$ cat src/design/rcbe_pkg.sv
`default_nettype none

package rcbe_pkg;

   // Field and register widths.
   localparam int CRC_W     = 32;
   localparam int HALF_W    = 16;
   localparam int BYTE_W    = 8;
   localparam int CSR_IDX_W = 2;

   // Remainder masks for the two width modes.
   localparam logic [CRC_W-1:0] MASK16 = 32'h0000_FFFF;
   localparam logic [CRC_W-1:0] MASK32 = 32'hFFFF_FFFF;

   // Register reset values.
   localparam logic [CRC_W-1:0] POLY_RESET  = 32'hEDB8_8320;
   localparam logic             WIDTH_RESET = 1'b1;
   localparam logic [CRC_W-1:0] START_RESET = 32'h0000_0000;

   // Width mode codes.
   localparam logic WIDTH_16 = 1'b0;
   localparam logic WIDTH_32 = 1'b1;

   // Configuration register indexes.
   typedef enum logic [CSR_IDX_W-1:0] {
      CSR_POLYNOMIAL  = 2'd0,
      CSR_WIDTH_MODE  = 2'd1,
      CSR_START_VALUE = 2'd2
   } csr_index_type;

   // Configuration as seen by the datapath.
   typedef struct packed {
      logic [CRC_W-1:0] polynomial;
      logic             width_mode;
      logic [CRC_W-1:0] start_value;
   } crc_cfg_type;

endpackage

`default_nettype wire

$ cat src/design/rcbe_csr.sv
`default_nettype none

module rcbe_csr (
   input  wire logic                          clock,
   input  wire logic                          reset,
   input  wire logic                          csr_we,
   input  wire logic [rcbe_pkg::CSR_IDX_W-1:0] csr_index,
   input  wire logic [rcbe_pkg::CRC_W-1:0]    csr_wdata,
   output      rcbe_pkg::crc_cfg_type         cfg
);
   import rcbe_pkg::*;

   logic [CRC_W-1:0] polynomial_ff,  polynomial_in;
   logic             width_mode_ff,  width_mode_in;
   logic [CRC_W-1:0] start_value_ff, start_value_in;

   // Decode a write; an index beyond the register list changes nothing.
   always_comb begin
      polynomial_in  = polynomial_ff;
      width_mode_in  = width_mode_ff;
      start_value_in = start_value_ff;
      if (csr_we) begin
         unique case (csr_index_type'(csr_index))
            CSR_POLYNOMIAL:  polynomial_in  = csr_wdata;
            CSR_WIDTH_MODE:  width_mode_in  = csr_wdata[0];
            CSR_START_VALUE: start_value_in = csr_wdata;
            default: begin
            end
         endcase
      end
   end

   // Register storage.
   always_ff @(posedge clock) begin
      if (reset) begin
         polynomial_ff  <= POLY_RESET;
         width_mode_ff  <= WIDTH_RESET;
         start_value_ff <= START_RESET;
      end else begin
         polynomial_ff  <= polynomial_in;
         width_mode_ff  <= width_mode_in;
         start_value_ff <= start_value_in;
      end
   end

   assign cfg.polynomial  = polynomial_ff;
   assign cfg.width_mode  = width_mode_ff;
   assign cfg.start_value = start_value_ff;

endmodule

`default_nettype wire

$ cat src/design/rcbe_fold.sv
`default_nettype none

module rcbe_fold (
   input  wire rcbe_pkg::crc_cfg_type      cfg,
   input  wire logic [rcbe_pkg::CRC_W-1:0] cur_remainder,
   input  wire logic [rcbe_pkg::BYTE_W-1:0] data_byte,
   input  wire logic                       first_byte,
   output      logic [rcbe_pkg::CRC_W-1:0] next_remainder
);
   import rcbe_pkg::*;

   logic [CRC_W-1:0] mask;
   logic [CRC_W-1:0] poly;
   logic [CRC_W-1:0] r;

   // Pick the width mask and the polynomial restricted to it.
   assign mask = (cfg.width_mode == WIDTH_32) ? MASK32 : MASK16;
   assign poly = cfg.polynomial & mask;

   // Load the seed, XOR the byte in, then run eight LSB-first division steps.
   always_comb begin
      r = (first_byte ? cfg.start_value : cur_remainder) & mask;
      r = r ^ {{(CRC_W-BYTE_W){1'b0}}, data_byte};
      for (int k = 0; k < BYTE_W; k++) begin
         if (r[0]) begin
            r = (r >> 1) ^ poly;
         end else begin
            r = r >> 1;
         end
      end
      next_remainder = r & mask;
   end

endmodule

`default_nettype wire

$ cat src/design/reflected_crc_byte_engine_core.sv
`default_nettype none

// Reflected CRC engine: one message byte per transaction on the req_ stream,
// one remainder per byte on the rsp_ stream. req_tuser marks the first byte
// of a message (the configured start value is loaded first) and req_tlast the
// last one, which comes back as rsp_tlast. The engine sustains one byte per
// clock cycle while rsp_tready stays high: the byte sits in an input register,
// the full eight-step fold runs combinationally from there into the result
// register and the running remainder, and rsp_tvalid rises once the result
// register has loaded. The result register holds while rsp_tready is low and
// the input register can still take one more byte. Width mode 0 gives a 16-bit
// remainder, returned zero-extended. There is no initial or final inversion.
// Write the csr_ registers only while no bytes are in flight.
module reflected_crc_byte_engine_core (
   input  wire logic                           clock,
   input  wire logic                           reset,
   // Input stream.
   input  wire logic                           req_tvalid,
   output      logic                           req_tready,
   input  wire logic [7:0]                     req_tdata,  // [7:0] data_byte
   input  wire logic                           req_tuser,  // [0] first_byte
   input  wire logic                           req_tlast,  // last_byte
   // Result stream.
   output      logic                           rsp_tvalid,
   input  wire logic                           rsp_tready,
   output      logic [31:0]                    rsp_tdata,  // [31:0] crc_value
   output      logic                           rsp_tlast,  // message_done
   // Configuration writes.
   input  wire logic                           csr_we,
   input  wire logic [rcbe_pkg::CSR_IDX_W-1:0] csr_index,
   input  wire logic [rcbe_pkg::CRC_W-1:0]     csr_wdata
);
   import rcbe_pkg::*;

   crc_cfg_type cfg;

   logic              s1_valid_ff, s1_valid_in;
   logic [BYTE_W-1:0] s1_byte_ff,  s1_byte_in;
   logic              s1_first_ff, s1_first_in;
   logic              s1_last_ff,  s1_last_in;

   logic              s2_valid_ff, s2_valid_in;
   logic [CRC_W-1:0]  s2_crc_ff,   s2_crc_in;
   logic              s2_last_ff,  s2_last_in;

   logic [CRC_W-1:0]  remainder_ff, remainder_in;
   logic [CRC_W-1:0]  next_remainder;

   logic              s2_load;
   logic              req_take;

   rcbe_csr u_csr (
      .clock     (clock),
      .reset     (reset),
      .csr_we    (csr_we),
      .csr_index (csr_index),
      .csr_wdata (csr_wdata),
      .cfg       (cfg)
   );

   rcbe_fold u_fold (
      .cfg            (cfg),
      .cur_remainder  (remainder_ff),
      .data_byte      (s1_byte_ff),
      .first_byte     (s1_first_ff),
      .next_remainder (next_remainder)
   );

   // Flow control: the result register loads when it is empty or being
   // drained, and the input register takes a byte when it is empty or moving.
   assign s2_load    = s1_valid_ff && (!s2_valid_ff || rsp_tready);
   assign req_tready = !s1_valid_ff || s2_load;
   assign req_take   = req_tvalid && req_tready;

   // Input register next values.
   always_comb begin
      s1_valid_in = s1_valid_ff;
      s1_byte_in  = s1_byte_ff;
      s1_first_in = s1_first_ff;
      s1_last_in  = s1_last_ff;
      if (req_take) begin
         s1_valid_in = 1'b1;
         s1_byte_in  = req_tdata;
         s1_first_in = req_tuser;
         s1_last_in  = req_tlast;
      end else if (s2_load) begin
         s1_valid_in = 1'b0;
      end
   end

   // Result register and running remainder next values.
   always_comb begin
      s2_valid_in  = s2_valid_ff;
      s2_crc_in    = s2_crc_ff;
      s2_last_in   = s2_last_ff;
      remainder_in = remainder_ff;
      if (s2_load) begin
         s2_valid_in  = 1'b1;
         s2_crc_in    = next_remainder;
         s2_last_in   = s1_last_ff;
         remainder_in = next_remainder;
      end else if (rsp_tready) begin
         s2_valid_in = 1'b0;
      end
   end

   // Control state.
   always_ff @(posedge clock) begin
      if (reset) begin
         s1_valid_ff  <= 1'b0;
         s2_valid_ff  <= 1'b0;
         remainder_ff <= '0;
      end else begin
         s1_valid_ff  <= s1_valid_in;
         s2_valid_ff  <= s2_valid_in;
         remainder_ff <= remainder_in;
      end
   end

   // Payload registers.
   always_ff @(posedge clock) begin
      s1_byte_ff  <= s1_byte_in;
      s1_first_ff <= s1_first_in;
      s1_last_ff  <= s1_last_in;
      s2_crc_ff   <= s2_crc_in;
      s2_last_ff  <= s2_last_in;
   end

   assign rsp_tvalid = s2_valid_ff;
   assign rsp_tdata  = s2_crc_ff;
   assign rsp_tlast  = s2_last_ff;

`ifndef ASSERT_OFF
   // The running remainder always matches the last result loaded.
   a_remainder_tracks: assert property (@(posedge clock) disable iff (reset)
      s2_load |=> (remainder_ff == rsp_tdata))
      else $error("remainder does not match loaded result");

   // A 16-bit result never carries bits above the low half.
   a_half_width: assert property (@(posedge clock) disable iff (reset)
      (s2_load && (cfg.width_mode == WIDTH_16)) |=> (rsp_tdata[CRC_W-1:HALF_W] == '0))
      else $error("16-bit result has upper bits set");

   // A byte waiting in the input register is not dropped while blocked.
   a_input_held: assert property (@(posedge clock) disable iff (reset)
      (s1_valid_ff && !s2_load) |=> s1_valid_ff)
      else $error("input byte lost while result stage was full");

   // A result that was not taken stays presented.
   a_result_held: assert property (@(posedge clock) disable iff (reset)
      (rsp_tvalid && !rsp_tready) |=> (rsp_tvalid && $stable(rsp_tdata)))
      else $error("pending result changed before it was taken");
`endif

endmodule

`default_nettype wire

$ cat config.mk
export PLATFORM = sky130hd
export DESIGN_NAME = reflected_crc_byte_engine_core
export DESIGN_NICKNAME = d
export VERILOG_FILES = /design/src/design/rcbe_pkg.sv /design/src/design/rcbe_csr.sv /design/src/design/rcbe_fold.sv /design/src/design/reflected_crc_byte_engine_core.sv
export SDC_FILE = /design/constraint.sdc
export NUM_CORES = 1
export LEC_CHECK = 0
export BUFFER_PORTS_ARGS = -buffer_cell sky130_fd_sc_hd__buf_2
export CORE_MARGIN = 2
export CORE_UTILIZATION = 65
export CTS_CLUSTER_DIAMETER = 80
export CTS_CLUSTER_SIZE = 20
export DETAILED_ROUTE_END_ITERATION = 8
export GPL_TIMING_DRIVEN = 0
export PLACE_DENSITY = 0.85
export SYNTH_ARGS = -nofsm -noshare
export SYNTH_HDL_FRONTEND = slang
export SYNTH_SLANG_ARGS = --single-unit
$ cat constraint.sdc
create_clock -name clock -period 10.15 [get_ports clock]
set_input_delay 1.5225 -clock clock [delete_from_list [all_inputs] [get_ports clock]]
set_output_delay 1.5225 -clock clock [all_outputs]
set_load 0.1 [all_outputs]
# Yosys cells after proc, flatten, opt, wreduce, memory -nomap -nowiden
# Cells that the tools add are included.
# op_classes
n_eq_ne,2
bitwise,12
mux,14
reduce_logical,12
# op_table
operator,count
$mux W32,10
$xor A31 B32 Y32,8
$and A32 B32 Y32,3
$xor A32 B8 Y32,1
$reduce_and A2 Y1,3
$mux W1,4
$reduce_bool A2 Y1,2
$eq A2 B1 Y1 const B,1
$eq A2 B2 Y1 const B,1
$logic_and A1 B1 Y1,2
$logic_not A1 Y1,2
$logic_not A2 Y1,1
$logic_or A1 B1 Y1,2
# totals
elab_cells,51
register_bits,142

# Longest topological paths before layout
# logic_depth
word_depth,20
mapped_depth,21
ltp_nobuf,15

# Hierarchy
# From an unflattened synthesis, not the netlist that was laid out.
# hier_totals
cells_unflattened,1217
hier_area_um2,10732.8
# by_module_without_submodules
module,cells_each,n_inst,area_each_um2,seq_area_each_um2
rcbe_fold,758,1,5153.7,0.0
reflected_crc_byte_engine_core,192,1,2839.0,1971.9
rcbe_csr,267,1,2740.1,1301.2

# Worst setup path after synthesis
# OpenSTA, ideal clock, no wires.
# synth_path
path_type,reg-to-reg
start,reg s1_first_ff
end,reg remainder_ff[25]
stages_incl_launch_ff,17
arrival_ns,4.085
t_required_ns,10.035
n_path_buf,2
setup_slack_ns,5.950
path_cell_list,edfxtp_1 buf_6 mux2i_4 xnor2_1 buf_2 or3_4 and4_4 nor3_2 xnor3_2 or3_4 a21boi_4 xor3_1 o41a_1 o211ai_1 mux2i_1 xnor2_1 o21a_1
# synth_between
elab_chain_cells,19
word_cells_on_any_way,20
classes_between,mux (9); bitwise (11)
# synth_lines
element,line_no,rtl
"start, declared",reflected_crc_byte_engine_core.sv:39,"logic s1_first_ff, s1_first_in;"
"start signal, assigned",reflected_crc_byte_engine_core.sv:123,s1_first_ff <= s1_first_in;
$mux W32 *,rcbe_fold.sv:22,r = (first_byte ? cfg.start_value : cur_remainder) & mask;
$and A32 B32 Y32 *,rcbe_fold.sv:22,
$xor A32 B8 Y32 *,rcbe_fold.sv:23,"r = r ^ {{(CRC_W-BYTE_W){1'b0}}, data_byte};"
$xor A31 B32 Y32,rcbe_fold.sv:26,r = (r >> 1) ^ poly;
$mux W32 * (2 in a row),rcbe_fold.sv:25,if (r[0]) begin
$xor A31 B32 Y32 or $mux W32 (tied branches),"rcbe_fold.sv:26, rcbe_fold.sv:25",
$mux W32 *,rcbe_fold.sv:25,
$xor A31 B32 Y32 or $mux W32 (tied branches),"rcbe_fold.sv:26, rcbe_fold.sv:25",
[3 not listed],-,
$xor A31 B32 Y32 or $mux W32 (tied branches),"rcbe_fold.sv:26, rcbe_fold.sv:25",
$mux W32 *,rcbe_fold.sv:25,
$xor A31 B32 Y32 or $mux W32 (tied branches),"rcbe_fold.sv:26, rcbe_fold.sv:25",
$mux W32 *,rcbe_fold.sv:25,
$xor A31 B32 Y32 or $mux W32 (tied branches),"rcbe_fold.sv:26, rcbe_fold.sv:25",
$mux W32 *,rcbe_fold.sv:25,
$and A32 B32 Y32 *,rcbe_fold.sv:31,next_remainder = r & mask;
named net next_remainder[25],reflected_crc_byte_engine_core.sv:47,logic [CRC_W-1:0] next_remainder;
"end signal, assigned",reflected_crc_byte_engine_core.sv:116,remainder_ff <= remainder_in;
"end, declared",reflected_crc_byte_engine_core.sv:46,"logic [CRC_W-1:0] remainder_ff, remainder_in;"
# The timed path passes the listed nets; every way through them passes the cells marked *.
# A chain may end at the register's enable or synchronous reset.

# Worst setup path in the final report
# layout_path
start,reg s1_first_ff
end,"reg s2_crc_ff[16], in the netlist rsp_tdata[16], data pin"
# layout_between
elab_chain_cells,20
# layout_lines
element,line_no,rtl
$mux W32 *,rcbe_fold.sv:22,
$and A32 B32 Y32 *,rcbe_fold.sv:22,
$xor A32 B8 Y32 *,rcbe_fold.sv:23,
$xor A31 B32 Y32,rcbe_fold.sv:26,
$mux W32 *,rcbe_fold.sv:25,
$xor A31 B32 Y32,rcbe_fold.sv:26,
$mux W32 *,rcbe_fold.sv:25,
$xor A31 B32 Y32,rcbe_fold.sv:26,
[5 not listed],-,
$xor A31 B32 Y32,rcbe_fold.sv:26,
$mux W32 *,rcbe_fold.sv:25,
$xor A31 B32 Y32,rcbe_fold.sv:26,
$mux W32 *,rcbe_fold.sv:25,
$xor A31 B32 Y32,rcbe_fold.sv:26,
$mux W32 *,rcbe_fold.sv:25,
$and A32 B32 Y32 *,rcbe_fold.sv:31,
named net next_remainder[16],reflected_crc_byte_engine_core.sv:47,
"end signal, assigned",reflected_crc_byte_engine_core.sv:125,s2_crc_ff <= s2_crc_in;
"end, declared",reflected_crc_byte_engine_core.sv:43,"logic [CRC_W-1:0] s2_crc_ff, s2_crc_in;"
# Marks and branches as above.

==> results.yml <==
power_and_ir_drop:
  p_int_mw: 1.582
  p_seq_frac: 0.262
  peakVddDrop_mv: 0.1427
  cellPowerDensity_mw_per_mm2: 252.7
  power_frac_clock: 0.233
  p_leak_nw: 4.210
  total_power_mw: 2.758
  combPwrFrac: 0.505
  power.switching_mw: 1.177
  switching_share: 0.4266
synthesis:
  ys_types: 68
  synth_area_leader_cell: "dfxtp_1"
  yosys-top-cells-area: "dfxtp_1 (21%), xnor2_1 (16%), nand2_1 (14%)"
  synth_edf_count: 43
  synthArstFlopShare: 0
  yosys_warnings: 0
  synth_seq_cells: 142
  synthCells: 1221
  synth_top_area_share: 0.2053
  synth_nets: 1270
  synth_ff_type: "dfxtp_1"
  syn-cell-area_mm2: 0.009652
  yosysSeqAreaShare: 0.3391
  avgSynthCellArea_um2: 7.905
sta:
  timing.slew.headroom: 0.2462
  fin_skew_ns: 0.01089
  period_minus_slack_ns: 5.283
  worst_pin_slew_ns: 1.128
  timing.fmax_ghz: 0.1893
  hold_violations: 0
  report.final.slew_viol_count: 0
  tns_ns: 0
  fin_ws_ns: 4.867
  fin_crit_sh: 0.5205
  rsz0062_at_grt: "false"
  finalSetupViolCount: 0
cts:
  postCtsSetupBuffers: 0
  cts_resized: 0
  numCtsBuffers: 17
  cts_root_buf: "clkbuf_16"
  cts_tree: "built"
  holdBufCountCts: 0
  clk_latency_ns: 0.44
  path_clk_slew_ns: 0.07
  clock_sinks: 142
  htreeDepth: 4
  cts.path.max_buffers: 2
cells_and_area:
  final_area_mm2: 0.01092
  fin_nets: 1373
  syn2layout_area_growth_pct: 13.11
  layout_common_cells: "nand2_1 (361), xnor2_1 (179), dfxtp_1 (99)"
  nFillCells: 1116
  drive_above_1_share: 0.1204
  layout_commonest_cell: "nand2_1"
die:
  die_h_um: 125.9
  initial_core_util: 0.6641
  rows: 44
  pin_count: 84
  dieArea_mm2: 0.01584
  core_mm2: 0.01453
  die_x_um: 125.9
critical_path:
  required_ns: 10.33
  crit_slowest_cell: "xor2_2"
  startpoint_type: "register"
  crit_chain: "buf_6 -> mux2i_4 -> xor2_2 -> nand3_1 -> a31oi_2 -> nor2_4 -> a211oi_1 -> or2_1 -> buf_4 -> xor2_1 -> o221a_2 -> xor2_1 -> buf_2 -> buf_4 -> buf_4 -> o21ai_0 -> nand3_1 -> o211ai_1 -> xnor2_1 -> nor2_1"
  crit_arrival_ns: 5.46
  end_kind: "register"
  cpMostUsedCell: "buf_4"
  critical_path_class: "register to register"
  slowest_delay_ns: 0.54
  crit_fanout: 10
min_path:
  hold_path.class: "register to register"
routing:
  finalWirelength_um: 28930
  drtIter0Drc: 1119
  drcViolationCount: 0
  dr.pass1.iters: 8
  wl_per_cell_um: 19.01
  avgViaCountPerCell: 5.986
  vias: 9111
  ant_nets: 0
outcome:
  status: "finished, final reports clean"
placed_design:
  place_area_mm2: 0.01032
  place_congestion: 0.9948
  pre_cts_ws_ns: 5.121
  hpwlAfterDp_um: 20520
  portBuffers: 83
global_route:
  track_usage: 0.3654
  grt_start_max_net_pins: 27
  grt_pass1_vias: 8567
  antenna_found_initial: 0
  grt.overflow.total: 0
  grt_first_pass_wirelength_um: 45170
flow_run:
  drv_cap: 0
-- per-stage QoR --
stage	cells	hold slack, ns	utilization
after floorplan	1221	0.4003	-
after global placement	1488	0.4015	0.7085
after detailed placement	1489	0.4182	0.7100
after CTS	1521	0.4326	0.7509
after global routing	1521	0.4419	0.7509
final	1522	0.4332	0.7511
-- cells by family (layout without fill, tap and decap cells) --
logic type,count (synthesis),after routing,share of synthesized area
mux,42,42,0.04641
xor+xnor,233,233,0.2289
compound gates,165,165,0.1036
other cells,0,1,0
flops,142,142,0.3391
simple gates,529,529,0.2345
buf+inv,110,226,0.04745
-- power groups by stage --
stage | Sequential [mW] | Clock [mW] | Combinational, mW
finish | 0.723 | 0.643 | 1.39
global route | 0.728 | 0.663 | 1.45
CTS | 0.722 | 0.639 | 1.36
detailed placement | 0.733 | 0 | 1.34
global placement | 0.730 | 0 | 1.33
floorplan | 0.978 | 0 | 0.828
-- worst paths after layout --
| check | startpoint | to | slack, ns | cells after the start |
|---|---|---|---|---|
| max | s1_first_ff$_DFFE_PP_ | rsp_tdata[16]$_DFFE_PP_ | 4.87 | 20 |
| max reg2reg | s1_first_ff$_DFFE_PP_ | rsp_tdata[16]$_DFFE_PP_ | 4.87 | 20 |
| min | s1_last_ff$_DFFE_PP_ | rsp_tlast$_DFFE_PP_ | 0.43 | 0 |
| min reg2reg | s1_last_ff$_DFFE_PP_ | rsp_tlast$_DFFE_PP_ | 0.43 | 0 |
-- layer usage --
metal,GRT usage,vias up,part of all wire
li1,-,4194,-
met1,0.4698,4239,0.39
met2,0.5835,570,0.46
met3,0.08581,108,0.11
met4,0.1771,0,0.046
met5,0,-,0
-- worst max-delay path, delay by kind of cell, from the launching register on --
family,cells,cell delay [ns]
simple gates,5,0.73
flops,1,0.34
buf+inv,5,1.03
xor+xnor,4,1.30
mux,1,0.32
compound gates,5,1.27
-- synth_stat cells (all sizes together) (3+ instances only) --
| master | instances |
|---|---|
| nand2 | 361 |
| xnor2 | 180 |
| dfxtp | 99 |
| clkbuf | 79 |
| a21oi | 73 |
| nor2 | 62 |
| o21ai | 50 |
| edfxtp | 43 |
| xor2 | 42 |
| mux2i | 40 |
| buf | 27 |
| nand3 | 22 |
| nor3 | 21 |
| nand3b | 17 |
| and2 | 12 |
| xnor3 | 10 |
| or2 | 6 |
| and3 | 5 |
| nand2b | 5 |
| nor2b | 5 |
| o211ai | 5 |
| or3 | 5 |
| a32oi | 4 |
| inv | 4 |
| o21a | 4 |
| a21boi | 3 |
| a21o | 3 |
-- layout make-up --
| cell class | instances | area, µm² | area share |
|---|---|---|---|
| multi-input combinational | 969 | 5921 | 0.5424 |
| buffer | 106 | 444.2 | 0.04069 |
| inverter | 4 | 15.01 | 0.001375 |
| clock buffer | 18 | 429.2 | 0.03931 |
| timing repair buffer | 84 | 435.4 | 0.03989 |
| clock inverter | 14 | 166.4 | 0.01524 |
| tap | 184 | 230.2 | 0.02109 |
| antenna | 1 | 2.502 | 0.0002292 |
| sequential | 142 | 3273 | 0.2998 |
-- flip-flops by register name, indices dropped and copies added (netlist names), 8 cells and up --
register,count
u_csr.polynomial_ff,32
u_csr.start_value_ff,32
remainder_ff,32
rsp_tdata,32
s1_byte_ff,8
(Power assumes the default switching activity.)
